--- src/rtl/rns_gadget_digit_decompose_core_assert.svh ---
// assertion macros shared by the rtl files
`ifndef RNS_GADGET_DIGIT_DECOMPOSE_CORE_ASSERT_SVH
`define RNS_GADGET_DIGIT_DECOMPOSE_CORE_ASSERT_SVH

// same-cycle implication, checked outside reset
`define RGDD_ASSERT_NOW(label, ante, cons, msg) \
	label: assert property (@(posedge clk) disable iff (!arst_n) (ante) |-> (cons)) \
		else $error(msg);

// next-cycle implication, checked outside reset
`define RGDD_ASSERT_NEXT(label, ante, cons, msg) \
	label: assert property (@(posedge clk) disable iff (!arst_n) (ante) |=> (cons)) \
		else $error(msg);

`endif

--- src/rtl/rgdd_pkg.sv ---
`timescale 1ns / 1ps
package rgdd_pkg;
	localparam int DATA_W       = 64;
	localparam int MOD_W        = 60;
	localparam int DIGIT_W      = 32;
	localparam int CNT_W        = 7;
	localparam int POS_W        = 6;
	localparam int RES_W        = 2;
	localparam int NUM_RESIDUES = 4;
	localparam int MAX_DIGITS   = 64;
	localparam int MIN_BASE     = 2;
	localparam int ITER_W       = 7;
	localparam int ADDR_W       = 6;
	localparam int PDATA_W      = 64;
	localparam int REG_IDX_W    = 3;

	typedef enum logic [REG_IDX_W-1:0] {
		REG_MOD0  = 3'd0,
		REG_MOD1  = 3'd1,
		REG_MOD2  = 3'd2,
		REG_MOD3  = 3'd3,
		REG_BASE  = 3'd4,
		REG_COUNT = 3'd5
	} reg_idx_t;

	typedef struct packed {
		logic [NUM_RESIDUES-1:0][MOD_W-1:0] modulus;
		logic [DIGIT_W-1:0]                 base;
		logic [CNT_W-1:0]                   count;
	} cfg_t;

	typedef struct packed {
		logic start;
	} div_ctl_t;

	typedef struct packed {
		logic busy;
		logic done;
	} div_sts_t;
endpackage

--- src/rtl/rgdd_regs.sv ---
`timescale 1ns / 1ps
module rgdd_regs
	import rgdd_pkg::*;
(
	input  logic               clk,
	input  logic               arst_n,
	input  logic               psel,
	input  logic               penable,
	input  logic               pwrite,
	input  logic [ADDR_W-1:0]  paddr,
	input  logic [PDATA_W-1:0] pwdata,
	output logic [PDATA_W-1:0] prdata,
	output logic               pready,
	output cfg_t               cfg
);
	cfg_t     cfg_q;
	logic     wr_en;
	reg_idx_t idx;

	assign pready = 1'b1;
	assign wr_en  = psel & penable & pwrite;
	assign idx    = reg_idx_t'(paddr[ADDR_W-1:ADDR_W-REG_IDX_W]);
	assign cfg    = cfg_q;

	always_ff @(posedge clk or negedge arst_n) begin
		if (!arst_n) begin
			for (int i = 0; i < NUM_RESIDUES; i++) begin
				cfg_q.modulus[i] <= {MOD_W{1'b1}};
			end
			cfg_q.base  <= DIGIT_W'(MIN_BASE);
			cfg_q.count <= CNT_W'(1);
		end else if (wr_en) begin
			unique case (idx)
				REG_MOD0:  cfg_q.modulus[0] <= pwdata[MOD_W-1:0];
				REG_MOD1:  cfg_q.modulus[1] <= pwdata[MOD_W-1:0];
				REG_MOD2:  cfg_q.modulus[2] <= pwdata[MOD_W-1:0];
				REG_MOD3:  cfg_q.modulus[3] <= pwdata[MOD_W-1:0];
				REG_BASE:  cfg_q.base       <= pwdata[DIGIT_W-1:0];
				REG_COUNT: cfg_q.count      <= pwdata[CNT_W-1:0];
				default: ;
			endcase
		end
	end

	always_comb begin
		prdata = '0;
		unique case (idx)
			REG_MOD0:  prdata = PDATA_W'(cfg_q.modulus[0]);
			REG_MOD1:  prdata = PDATA_W'(cfg_q.modulus[1]);
			REG_MOD2:  prdata = PDATA_W'(cfg_q.modulus[2]);
			REG_MOD3:  prdata = PDATA_W'(cfg_q.modulus[3]);
			REG_BASE:  prdata = PDATA_W'(cfg_q.base);
			REG_COUNT: prdata = PDATA_W'(cfg_q.count);
			default:   prdata = '0;
		endcase
	end
endmodule

--- src/rtl/rgdd_divider.sv ---
`timescale 1ns / 1ps
`include "rns_gadget_digit_decompose_core_assert.svh"
module rgdd_divider
	import rgdd_pkg::*;
(
	input  logic              clk,
	input  logic              arst_n,
	input  div_ctl_t          ctl,
	input  logic [DATA_W-1:0] dividend,
	input  logic [DATA_W-1:0] divisor,
	output div_sts_t          sts,
	output logic [DATA_W-1:0] quotient,
	output logic [DATA_W-1:0] remainder
);
	logic              busy_q;
	logic              done_q;
	logic [ITER_W-1:0] iter_q;
	logic [DATA_W-1:0] quo_q;
	logic [DATA_W-1:0] rem_q;
	logic [DATA_W-1:0] dsr_q;
	logic [DATA_W:0]   rem_shift;
	logic [DATA_W:0]   rem_diff;
	logic              fits;

	// one restoring step per cycle
	assign rem_shift = {rem_q, quo_q[DATA_W-1]};
	assign rem_diff  = rem_shift - {1'b0, dsr_q};
	assign fits      = rem_shift >= {1'b0, dsr_q};

	always_ff @(posedge clk or negedge arst_n) begin
		if (!arst_n) begin
			busy_q <= 1'b0;
			done_q <= 1'b0;
			iter_q <= '0;
		end else begin
			done_q <= 1'b0;
			if (ctl.start) begin
				busy_q <= 1'b1;
				iter_q <= ITER_W'(DATA_W);
			end else if (busy_q) begin
				iter_q <= iter_q - ITER_W'(1);
				if (iter_q == ITER_W'(1)) begin
					busy_q <= 1'b0;
					done_q <= 1'b1;
				end
			end
		end
	end

	always_ff @(posedge clk) begin
		if (ctl.start) begin
			quo_q <= dividend;
			rem_q <= '0;
			dsr_q <= divisor;
		end else if (busy_q) begin
			quo_q <= {quo_q[DATA_W-2:0], fits};
			rem_q <= fits ? rem_diff[DATA_W-1:0] : rem_shift[DATA_W-1:0];
		end
	end

	assign sts.busy  = busy_q;
	assign sts.done  = done_q;
	assign quotient  = quo_q;
	assign remainder = rem_q;

	`RGDD_ASSERT_NEXT(a_start_busy, ctl.start, busy_q, "divider not busy after start")
	`RGDD_ASSERT_NOW(a_done_after_busy, done_q, $past(busy_q) && !busy_q, "done without run")
	`RGDD_ASSERT_NOW(a_rem_below, done_q, rem_q < dsr_q, "remainder not below divisor")
endmodule

--- src/rtl/rns_gadget_digit_decompose_core.sv ---
`timescale 1ns / 1ps
`include "rns_gadget_digit_decompose_core_assert.svh"
// Gadget digit decomposition of one RNS coefficient. A request carries a
// coefficient and its residue index; the coefficient is reduced modulo that
// residue's modulus and then split into digit_count base digits, least
// significant first, the last one flagged. All division runs on one shared
// restoring divider that retires one quotient bit per cycle while busy. The
// reduction is skipped when the modulus is zero; each digit of a nonzero value
// takes one division and then a move into the output register, and each digit
// once the value is zero takes no division; a stalled output holds the run. The
// block takes no new request until the last digit of the current one has
// entered the output register. Registers sit at byte address 8*i on a 64-bit
// APB port: moduli 0..3, digit_base, digit_count.
module rns_gadget_digit_decompose_core
	import rgdd_pkg::*;
(
	input  logic               clk,
	input  logic               arst_n,
	input  logic               psel,
	input  logic               penable,
	input  logic               pwrite,
	input  logic [ADDR_W-1:0]  paddr,
	input  logic [PDATA_W-1:0] pwdata,
	output logic [PDATA_W-1:0] prdata,
	output logic               pready,
	input  logic               in_valid,
	output logic               in_stall,
	input  logic [RES_W-1:0]   residue_index,
	input  logic [DATA_W-1:0]  coefficient,
	output logic               out_valid,
	input  logic               out_stall,
	output logic [DIGIT_W-1:0] digit,
	output logic [POS_W-1:0]   digit_position,
	output logic               last_digit
);
	typedef enum logic [3:0] {
		ST_IDLE   = 4'b0001,
		ST_REDUCE = 4'b0010,
		ST_DIVIDE = 4'b0100,
		ST_EMIT   = 4'b1000
	} state_t;

	cfg_t               cfg;
	div_ctl_t           div_ctl;
	div_sts_t           div_sts;
	logic [DATA_W-1:0]  div_dividend;
	logic [DATA_W-1:0]  div_divisor;
	logic [DATA_W-1:0]  div_quo;
	logic [DATA_W-1:0]  div_rem;

	state_t             state_q;
	logic [DATA_W-1:0]  value_q;
	logic [DIGIT_W-1:0] base_q;
	logic [POS_W-1:0]   last_pos_q;
	logic [POS_W-1:0]   pos_q;
	logic [DIGIT_W-1:0] pend_q;
	logic               out_valid_q;
	logic [DIGIT_W-1:0] digit_q;
	logic [POS_W-1:0]   digit_pos_q;
	logic               last_q;

	logic               in_acc;
	logic [RES_W-1:0]   sel;
	logic [MOD_W-1:0]   mod_sel;
	logic [DIGIT_W-1:0] base_eff;
	logic [CNT_W-1:0]   cnt_eff;
	logic [CNT_W-1:0]   cnt_last;
	logic               slot_free;
	logic               emit_now;
	logic               launch;

	rgdd_regs u_regs (
		.clk     (clk),
		.arst_n  (arst_n),
		.psel    (psel),
		.penable (penable),
		.pwrite  (pwrite),
		.paddr   (paddr),
		.pwdata  (pwdata),
		.prdata  (prdata),
		.pready  (pready),
		.cfg     (cfg)
	);

	rgdd_divider u_div (
		.clk       (clk),
		.arst_n    (arst_n),
		.ctl       (div_ctl),
		.dividend  (div_dividend),
		.divisor   (div_divisor),
		.sts       (div_sts),
		.quotient  (div_quo),
		.remainder (div_rem)
	);

	assign in_stall  = (state_q != ST_IDLE);
	assign in_acc    = in_valid & ~in_stall;
	assign sel       = (32'(residue_index) < NUM_RESIDUES) ? residue_index : '0;
	assign mod_sel   = cfg.modulus[sel];
	assign base_eff  = (cfg.base < DIGIT_W'(MIN_BASE)) ? DIGIT_W'(MIN_BASE) : cfg.base;
	assign cnt_eff   = (cfg.count == '0) ? CNT_W'(1) :
	                   (cfg.count > CNT_W'(MAX_DIGITS)) ? CNT_W'(MAX_DIGITS) : cfg.count;
	assign cnt_last  = cnt_eff - CNT_W'(1);
	assign slot_free = ~out_valid_q | ~out_stall;
	assign emit_now  = (state_q == ST_EMIT) && slot_free;

	// next digit launch once the current one has left for the output register
	assign launch = emit_now && (pos_q != last_pos_q) && (value_q != '0);

	always_comb begin
		div_ctl.start = 1'b0;
		div_dividend  = value_q;
		div_divisor   = DATA_W'(base_q);
		unique case (state_q)
			ST_IDLE: begin
				div_dividend  = coefficient;
				div_divisor   = (mod_sel != '0) ? DATA_W'(mod_sel) : DATA_W'(base_eff);
				div_ctl.start = in_acc && ((mod_sel != '0) || (coefficient != '0));
			end
			ST_REDUCE: begin
				div_dividend  = div_rem;
				div_ctl.start = div_sts.done && (div_rem != '0);
			end
			ST_EMIT: begin
				div_ctl.start = launch;
			end
			default: ;
		endcase
	end

	always_ff @(posedge clk or negedge arst_n) begin
		if (!arst_n) begin
			state_q     <= ST_IDLE;
			out_valid_q <= 1'b0;
		end else begin
			if (emit_now) begin
				out_valid_q <= 1'b1;
			end else if (~out_stall) begin
				out_valid_q <= 1'b0;
			end
			unique case (state_q)
				ST_IDLE: begin
					if (in_acc) begin
						state_q <= (mod_sel != '0) ? ST_REDUCE :
						           (coefficient != '0) ? ST_DIVIDE : ST_EMIT;
					end
				end
				ST_REDUCE: begin
					if (div_sts.done) begin
						state_q <= (div_rem != '0) ? ST_DIVIDE : ST_EMIT;
					end
				end
				ST_DIVIDE: begin
					if (div_sts.done) begin
						state_q <= ST_EMIT;
					end
				end
				ST_EMIT: begin
					if (emit_now) begin
						if (pos_q == last_pos_q) begin
							state_q <= ST_IDLE;
						end else if (value_q != '0) begin
							state_q <= ST_DIVIDE;
						end
					end
				end
				default: state_q <= ST_IDLE;
			endcase
		end
	end

	// digit computation: the emit state holds the digit in pend_q
	always_ff @(posedge clk) begin
		if (in_acc) begin
			base_q     <= base_eff;
			last_pos_q <= cnt_last[POS_W-1:0];
			pos_q      <= '0;
		end
		unique case (state_q)
			ST_IDLE: begin
				if (in_acc) begin
					value_q <= coefficient;
					pend_q  <= '0;
				end
			end
			ST_REDUCE: begin
				if (div_sts.done) begin
					value_q <= div_rem;
					pend_q  <= '0;
				end
			end
			ST_DIVIDE: begin
				if (div_sts.done) begin
					pend_q  <= div_rem[DIGIT_W-1:0];
					value_q <= div_quo;
				end
			end
			ST_EMIT: begin
				if (emit_now) begin
					digit_q     <= pend_q;
					digit_pos_q <= pos_q;
					last_q      <= (pos_q == last_pos_q);
					pos_q       <= pos_q + POS_W'(1);
					// value used up, remaining digits are zero
					if (value_q == '0) begin
						pend_q <= '0;
					end
				end
			end
			default: ;
		endcase
	end

	assign out_valid      = out_valid_q;
	assign digit          = digit_q;
	assign digit_position = digit_pos_q;
	assign last_digit     = last_q;

	`RGDD_ASSERT_NOW(a_accept_idle, in_acc, state_q == ST_IDLE && !div_sts.busy,
		"request taken while busy")
	`RGDD_ASSERT_NOW(a_done_state, div_sts.done,
		state_q == ST_REDUCE || state_q == ST_DIVIDE, "divider done in wrong state")
	`RGDD_ASSERT_NEXT(a_emit_loads, state_q == ST_EMIT && !out_valid_q, out_valid_q,
		"free output slot not filled")
	`RGDD_ASSERT_NOW(a_last_pos, out_valid_q && last_q, digit_pos_q == last_pos_q,
		"last digit at wrong position")
endmodule
--- config.mk ---
export PLATFORM = sky130hd
export DESIGN_NAME = rns_gadget_digit_decompose_core
export DESIGN_NICKNAME = d
export VERILOG_FILES = /design/src/rtl/rgdd_pkg.sv /design/src/rtl/rgdd_regs.sv /design/src/rtl/rgdd_divider.sv /design/src/rtl/rns_gadget_digit_decompose_core.sv
export VERILOG_INCLUDE_DIRS = /design/src /design/src/rtl
export SDC_FILE = /design/constraint.sdc
export NUM_CORES = 1
export LEC_CHECK = 0
export BUFFER_PORTS_ARGS = -buffer_cell sky130_fd_sc_hd__buf_2
export CORE_UTILIZATION = 50
export CTS_CLUSTER_DIAMETER = 50
export DETAILED_ROUTE_END_ITERATION = 10
export PLACE_DENSITY = 0.68
export SLEW_MARGIN = 20
export SYNTH_ARGS = -nofsm -noshare
export SYNTH_HDL_FRONTEND = slang
export SYNTH_HIERARCHICAL = 1
export SYNTH_SLANG_ARGS = --single-unit
--- constraint.sdc ---
create_clock -name clk -period 20.9 [get_ports clk]
set_clock_uncertainty 0.05 [all_clocks]
set_input_delay 0 -clock clk [delete_from_list [all_inputs] [get_ports clk]]
set_output_delay 0 -clock clk [all_outputs]
set_load 0.02 [all_outputs]
---- Yosys cells after proc, flatten, opt, wreduce, memory -nomap -nowiden ----
Index checks and enable logic that the tools add are counted.
storage, ports and cells
  register bits after elaboration ......... 664
  logic and storage cells ................. 132
  output and inout port bits .............. 106
  bits of input ports ..................... 143
cells by class
  $lt $le $gt $ge ......................... 4
  bitwise gates (word level) .............. 7
  add/sub/neg operators ................... 4
  multiplexer cells ....................... 46
  equal/unequal tests ..................... 20
  reduce and logical (&&, ||, !) cells .... 27
operators by type and width
  operator               count
  $mux W64               6
  $pmux W60 S6           1
  $mux W32               8
  $pmux W64 S3           1
  $reduce_bool A64 Y1    3
  $pmux W32 S4           1
  $pmux W64 S2           1
  $bmux W60 S2           1
  $ge A65 B64 Y1         1
  $logic_not A64 Y1      1
  $sub A64 B64 Y64       1
  $mux W60               1
  $reduce_bool A60 Y1    1
  $mux W4                9
  $lt A32 B2 Y1 const B  1
  $mux W6                5
  $pmux W4 S4            1
  $reduce_and A2 Y1      8
  $mux W7                2
  $mux W1                8
  $ne A2 B1 Y1 const B   4
  $eq A7 B1 Y1 const B   1
  $gt A7 B7 Y1 const B   1
  $logic_not A7 Y1       1
  29 further kinds       40

---- Depth between registers and ports, before layout ----
Gate-level depths: netlist of run 1.
  word-level depth ........................ 7
  gate-level depth with buffers ........... 15
  mapped depth without buffers ............ 13

---- Cells and area by module ----
The synthesis of run 1 kept the hierarchy.
modules (own cells, without submodules)
  module                           seq. area each (sq um)  cells an instance  area each (sq um)  instances
  rgdd_regs                        7284.5                  866                13003.7            1
  rgdd_divider                     5350.1                  1226               11893.9            1
  rns_gadget_digit_decompose_core  5441.5                  865                10831.6            1

---- Least setup slack after synthesis of run 1 ----
No wires, ideal clock.
  kind .................................... register to register
  start ................................... register state_q[1]
  end ..................................... register u_div.quo_q[0] (netlist: u_div/quotient[0]) (enable)
  stages on the path, launching flop included .. 9
  library setup time ...................... 419 ps
  slack ................................... 14031 ps
  data required time ...................... 20431 ps
  arrival time ............................ 6400 ps
  clock period less this slack ............ 6869 ps
  buffers on the path ..................... 2
  path through ............................ dfrtp_1 or4b_2 clkbuf_1 a21oi_1 nand3b_1 a31o_2 clkbuf_1 nor2_1 inv_1
on the way
  longest elaborated chain between the ends .. 6
  elaborated cells on any way between the ends .. 12
  those cells by class .................... eq/ne (4); mux (1); bitwise (2); reduce/logical (5)
RTL lines
  what                                                         RTL line                                                                                                               text
  start, declared                                              rns_gadget_digit_decompose_core.sv:51                                                                                  state_t state_q;
  start signal, assigned                                       rns_gadget_digit_decompose_core.sv:144                                                                                 state_q <= (mod_sel != '0) ? ST_REDUCE :
  start signal, assigned                                       rns_gadget_digit_decompose_core.sv:150                                                                                 state_q <= (div_rem != '0) ? ST_DIVIDE : ST_EMIT;
  $ne A4 B1 Y1 / $eq A4 B4 Y1 (equally long branches)          rns_gadget_digit_decompose_core.sv:96, rns_gadget_digit_decompose_core.sv:105, rns_gadget_digit_decompose_core.sv:114
  $not A1 Y1 / $logic_and A1 B1 Y1 (equally long branches)     rns_gadget_digit_decompose_core.sv:97, rns_gadget_digit_decompose_core.sv:105
  $and A1 B1 Y1 / $logic_and A1 B1 Y1 (equally long branches)  rns_gadget_digit_decompose_core.sv:97, rns_gadget_digit_decompose_core.sv:108
  $logic_and A1 B1 Y1, on equally long branches                rns_gadget_digit_decompose_core.sv:118, rns_gadget_digit_decompose_core.sv:108
  $pmux W1 S3 (*)                                              rns_gadget_digit_decompose_core.sv:114                                                                                 unique case (state_q)
  named net div_ctl                                            rns_gadget_digit_decompose_core.sv:44                                                                                  div_ctl_t div_ctl;
  $reduce_bool A2 Y1 (no line) (*)                             --
  end signal, assigned                                         rgdd_divider.sv:52                                                                                                     quo_q <= dividend;
  end signal, assigned                                         rgdd_divider.sv:56                                                                                                     quo_q <= {quo_q[DATA_W-2:0], fits};
  end, declared                                                rgdd_divider.sv:18                                                                                                     logic [DATA_W-1:0] quo_q;
The timed path passes the listed nets; every way through them passes the cells marked *.
A chain may end at the register's enable or synchronous reset.

---- Worst setup path after layout of run 1 ----
  start ................................... input residue_index[0]
  end ..................................... register u_div.quo_q[29] (netlist: u_div/quotient[29]) (enable)
on the way
  longest elaborated chain between the ends .. 7
RTL lines
  what                            RTL line                                text
  start, declared                 rns_gadget_digit_decompose_core.sv:28   input logic [RES_W-1:0] residue_index,
  $bmux W60 S2                    rns_gadget_digit_decompose_core.sv:99   assign mod_sel = cfg.modulus[sel];
  $mux W60 (implied by the code)  rns_gadget_digit_decompose_core.sv:99
  $reduce_bool A60 Y1             rns_gadget_digit_decompose_core.sv:118  div_ctl.start = in_acc && ((mod_sel != '0) || (coefficient != '0));
  $logic_or A1 B1 Y1              rns_gadget_digit_decompose_core.sv:118
  $logic_and A1 B1 Y1             rns_gadget_digit_decompose_core.sv:118
  $pmux W1 S3                     rns_gadget_digit_decompose_core.sv:114
  named net div_ctl               rns_gadget_digit_decompose_core.sv:44
  $reduce_bool A2 Y1 (no line)    --
The timed path passes the listed nets, and every way through them passes these cells. The select of a mux whose other input is x is not followed.

==> results of run 1 <==
-- cell type report --
class                           count  area [um2]  share of cell area (%)
Timing Repair Buffer              401        2800                    6.71
Clock buffer                      104        2300                    5.52
Clock inverter                     58         616                    1.48
Sequential cell                   664       18100                    43.3
Inverter                           95         357                   0.854
Antenna cell                        4        10.0                  0.0240
Tap cell                          940        1180                    2.82
Multi-Input combinational cell   1974       16400                    39.3
-- stage by stage --
stage               instance area (um2)  worst slack [ns]  util (%)
floorplan                         35700             14.03         -
global placement                  37500             15.06      53.2
detailed placement                37500             15.04      53.2
CTS                               41700             15.72      59.2
global route                      41700             15.29      59.3
finish                            41700             15.75      59.3
-- state kept, by name (all words and copies together), names as in the netlist --
| register | cells |
|---|---|
| value_q | 64 |
| out_valid | 1 |
| u_div/remainder | 64 |
| u_div/done_q | 1 |
| u_regs/cfg | 279 |
| u_div/busy_q | 1 |
| pend_q | 32 |
| digit | 32 |
| u_div/quotient | 64 |
| last_pos_q | 6 |
| pos_q | 6 |
| base_q | 32 |
| digit_position | 6 |
| u_div/dsr_q | 64 |
| state_q | 4 |
| last_digit | 1 |
| u_div/iter_q | 7 |
-- path summary, 6_finish.rpt --
path | start | endpoint | cells past startpoint
min in group asynchronous | arst_n | u_regs/cfg[32] | 3
max reg2reg | u_regs/cfg[266] | u_div/quotient[29] | 11
min reg2reg | pend_q[23] | digit[23] | 0
max in group asynchronous | arst_n | u_regs/cfg[79] | 5
min | pwdata[46] | u_regs/cfg[85] | 3
max | residue_index[0] | u_div/quotient[29] | 13
-- timing repair --
| item | 4_1_cts | 5_1_grt |
|---|---|---|
| buffers inserted | 0 | 0 |
| hold buffers | 127 | 1 |
| hold endpoints to repair | 552 | 9 |
-- cell usage in the layout (no fill, tap or decap), drive strengths merged, types with 111 or more instances in the layout --
| cell type | instances |
|---|---|
| a21oi | 150 |
| a221o | 136 |
| and2 | 157 |
| buf | 273 |
| dfstp | 243 |
| dlygate4sd3 | 128 |
| edfxtp | 301 |
| inv | 111 |
| mux2 | 399 |
| nand2 | 195 |
| nor2 | 138 |
-- where the power goes --
group	total [uW]	switching (uW)	internal [uW]
registers	2470	438	2030
clock network	1490	627	861
logic	2750	1610	1140
total	6710	2680	4030
-- per-layer routing --
metal | global-route usage (%) | up-vias | share of wire (%)
met5 | 0 | - | 0.0093
li1 | - | 11800 | -
met4 | 12.8 | 2 | 4.3
met1 | 39.3 | 13400 | 41
met2 | 46.7 | 1317 | 47
met3 | 4.51 | 268 | 7.6
-- worst register-to-register path, cell delays in order, from the launching register on --
cell,delay (ns)
dfstp_2,0.37
mux4_2,0.56
nor4_1,0.55
nand3_1,0.23
nor4_4,0.67
buf_4,0.44
a21oi_1,0.16
a31o_4,0.46
nor2_1,0.19
buf_4,0.24
inv_2,0.06
buf_4,0.38
==> out/metrics.yaml, run 1 <==
setup_path:
  crit_path_end_kind: "flip-flop"
  reg2reg_slack_ns: 16.09
  slowest_delay_ns: 0.69
  cp_cell_sequence: "buf_4 -> buf_4 -> mux4_2 -> nor4_1 -> nand3_1 -> nor4_4 -> buf_4 -> a21oi_1 -> a31o_4 -> nor2_1 -> buf_4 -> inv_2 -> buf_4"
  path_delay_family: "buffers and inverters"
  critPathLaunchType: "input port"
  crit_required_ns: 21.13
  critPathArrivalTime_ns: 5.39
  crit_top_cell: "buf_4"
  path_buf_inv: 6
  crit_type: "in2reg"
  slowest_stage: "mux4_2"
  worstPathMaxFanout: 64
finish:
  n_fill_cell: 5602
  fin_nets: 3434
  drive_gt1_share_pct: 33.5
  finalNonFillerCells: 4240
  area_delta_synth_final_pct: 16.8
placement:
  place_congestion: 0.918
  dp.cells: 3944
  dp_hpwl_um: 72600
  port_buffers: 236
grt:
  grt_pass1_vias: 27000
  grt_overflow: 0
  grt_usage_pct: 29.2
  grt_max_degree: 139
  grt_pass1_wl_um: 164000
  antenna_found_initial: 4
synthesis:
  netlist_area_um2: 35700
  yosys_warnings: 6
  synthCells: 2956
  syn_area_per_cell_um2: 12.1
timing:
  rsz0062_at_grt: "no"
  timing.hold.ws_ns: 0.101
  slew_headroom_pct: 26.9
  setup_viol: 0
  drv_slew: 0
  clock.fmax_mhz: 194
  tns_ns: 0
  worst_pin_slew_ns: 1.10
  hold_viol: 0
  min_period_ns: 5.15
  finalCritPeriodShare_pct: 24.7
power:
  irDropWorstVdd_uv: 93.9
  power.static_leakage_uw: 0.0163
  power_density_nw_per_um2: 161
  total_power_uw: 6710
routing:
  wl_per_cell_um: 25.3
  drt_iter0_markers: 3051
  vias: 26800
  ant_nets: 0
  firstDrtPassIters: 5
  routed_wl_um: 107000
  drc_errors: 0
  viasPerCell: 6.32
clock_network:
  cts_sinks: 664
  htreeDepth: 3
  cts-resized-gates: 0
  clk_latency_ns: 0.66
  cts_buffer_depth: 3
  root_buffer: "clkbuf_16"
  clkTransAtPathRegs_ns: 0.06
  cts_buffers: 86
  cts_tree: "yes"
run_status:
  status: "finished clean"
floorplan:
  die_w_um: 269
  dieArea_um2: 72500
  die_h_um: 269
  pin_count: 249
  coreArea_um2: 70400
  start_util_pct: 50.7
  row_count: 97
min_path:
  hp-class: "in2reg"
job:
  max_cap_viol_count: 0
No activity file was read; power rests on OpenSTA's default activity.
==> run 2: changes to the inputs <==
- clock period: 20.9 -> 5.1 ns (I/O delays scaled with it)
==> run 2 against run 1 <==
Core utilization rose by 0.30 points. Power rose to 4.1 times the previous value. First-iteration DRC count fell by 6.8%. Global-route usage rose by 0.51 points. Register-to-register slack got worse by 15 ns. Non-clock buffer count rose by 34. Sequential power rose to 4.0 times the previous value. Worst hold slack got worse by 0.019 ns. Sequential share of layout area fell by 0.22 points. Highest routed layer unchanged.
==> out/metrics.yaml, run 2 (synthesized netlist as in run 1, its figures left out) <==
setup_path:
  reg2reg_slack_ns: 0.86  # -15.23 ns
  worst-path-stages: 13  # unchanged
  worstPathMaxFanout: 34  # -47%
  critPathLaunchType: "flip-flop"
  slowest_delay_ns: 0.78  # +0.09 ns
  critPathArrivalTime_ns: 4.75  # -0.64 ns
  slowest_stage: "o21a_2"
  path_buf_inv: 2  # -4
  r2r_cells: 13  # +2
  rr_endpoint: "u_div/remainder[7]"
  critical_path.reg2reg.startpoint: "u_div/dsr_q[1]"
  cp_cell_sequence: "inv_1 -> ha_1 -> nor2b_1 -> o31a_1 -> o211ai_1 -> a21oi_2 -> a21o_1 -> a21oi_1 -> o21a_2 -> buf_12 -> nand2_1 -> o21a_1 -> a211oi_1"
  path_delay_family: "compound AO/OA/AOI/OAI gates"
  crit_path_end_kind: "flip-flop"
  crit_type: "reg2reg"
  crit_required_ns: 5.61  # -15.52 ns
power:
  power.static_leakage_uw: 0.0165  # +0.94%
  power_density_nw_per_um2: 659  # +310%
  irDropWorstVdd_uv: 441  # +370%
timing:
  tns_ns: 0  # unchanged
  hold_viol: 0  # unchanged
  clock.fmax_mhz: 236
  worst_pin_slew_ns: 1.11  # +0.0177 ns
  setup_viol: 0  # unchanged
  slew_headroom_pct: 25.7  # -1.2 points
  finalCritPeriodShare_pct: 83.2
  drv_slew: 0  # unchanged
  min_period_ns: 4.24
  rsz0062_at_grt: "no"
  fin_ws_ns: 0.856  # -14.89 ns
clock_network:
  cts_buffer_depth: 3  # unchanged
  clk_latency_ns: 0.67  # about the same
  postCtsSetupRepairBufs: 0  # unchanged
  htreeDepth: 3  # unchanged
  cts_sinks: 664  # unchanged
  cts-resized-gates: 0  # unchanged
  clkTransAtPathRegs_ns: 0.06  # about the same
  root_buffer: "clkbuf_16"
  cts_tree: "yes"
  ctsHoldBuffers: 129  # +1.6%
  cts_buffers: 84  # -2.3%
routing:
  vias: 26700  # -0.32%
  wl_per_cell_um: 25.5  # +0.73%
  viasPerCell: 6.26  # -0.95%
  firstDrtPassIters: 6  # +1
  ant_nets: 0  # unchanged
  routed_wl_um: 109000  # +1.4%
  drc_errors: 0  # unchanged
  drt_iter0_markers: 2844  # -6.8%
placement:
  dp_hpwl_um: 74200  # +2.2%
  place_congestion: 0.918  # about the same
  dp_slack_ns: 0.853  # -14.19 ns
  port_buffers: 236  # unchanged
min_path:
  hp-start: "pwdata[56]"
  hp-class: "in2reg"
  whs_endpoint: "u_regs/cfg[95]"
  hold_depth: 3  # unchanged
floorplan:
  die_h_um: 269  # unchanged
  dieArea_um2: 72500  # unchanged
  die_w_um: 269  # unchanged
  start_util_pct: 50.7  # unchanged
  pin_count: 249  # unchanged
  coreArea_um2: 70400  # unchanged
  row_count: 97  # unchanged
finish:
  regArea_um2: 18100  # unchanged
  final_cell_mix: "311 x mux2_2, 301 x edfxtp_1, 243 x dfstp_2"
  drive_gt1_share_pct: 34.0  # +0.49 points
  area_delta_synth_final_pct: 17.4
  multiInputGateArea_um2: 16400  # unchanged
  largest_reg_flops: 279  # unchanged
  n_fill_cell: 5634  # +0.57%
  fin_nets: 3466  # +0.93%
  layout_commonest_cell: "mux2_2"
grt:
  grt_max_degree: 178  # +28%
  grt_pass1_wl_um: 167000  # +1.4%
  grt_overflow: 0  # unchanged
  grt_pass1_vias: 27200  # +0.65%
  antenna_found_initial: 4  # unchanged
  grt_usage_pct: 29.7  # +0.51 points
job:
  max_cap_viol_count: 0  # unchanged
run_status:
  status: "finished clean"
## run 2: final cells by class
| class | instances | share of cell area (%) |
|---|---|---|
| inverter | 95 | 0.859 |
| timing repair buffer | 435 | 7.43 |
| multi-input combinational | 1974 | 39.1 |
| tap | 940 | 2.80 |
| antenna | 5 | 0.0298 |
| clock inverter | 57 | 1.46 |
| clock buffer | 97 | 5.25 |
| sequential | 664 | 43.1 |
## run 2: tightest hold or removal path, cell delays in order
cell and delay, ns:
dlygate4sd3_1 0.51, buf_2 0.12, mux2_1 0.13
## run 2: power by group
part	switching [uW]	total, uW	internal (uW)
registers	1450	9780	8330
logic	7100	11900	4840
clock network	2530	5920	3390
## run 2: per-stage QoR
stage	area, um2	cells	hold slack, ns	utilization, %	total power [uW]
after global routing	41900	4265	0.0798	59.6	29000
after CTS	41900	4262	0.0526	59.6	27500
final	41900	4267	0.0815	59.6	27600
after floorplan	35800	2962	-0.346	-	17700
after global placement	37800	3979	0.0868	53.7	21100
after detailed placement	37800	3979	0.105	53.7	21400
## run 2: worst max path at each step
stage | to | start | slack [ns]
after floorplan | u_div/quotient[0] | state_q[1] | 0.29
after global placement | u_div/quotient[31] | residue_index[0] | 0.87
after detailed placement | u_div/quotient[37] | residue_index[0] | 0.85
after CTS | u_div/remainder[7] | u_div/dsr_q[1] | 0.95
after global routing | u_div/remainder[7] | u_div/dsr_q[6] | 0.72
final | u_div/remainder[7] | u_div/dsr_q[1] | 0.86
## run 2: per-layer routing
layer  vias up  part of all wire, %  track usage, %  wire [um]
met5         -               0.0083               0          9
met4         2                  3.4            10.7       3730
met3       218                  7.0            4.61       7660
met2      1169                   48            48.7      52400
met1     13500                   41            39.9      45100
li1      11900                    -               -          -
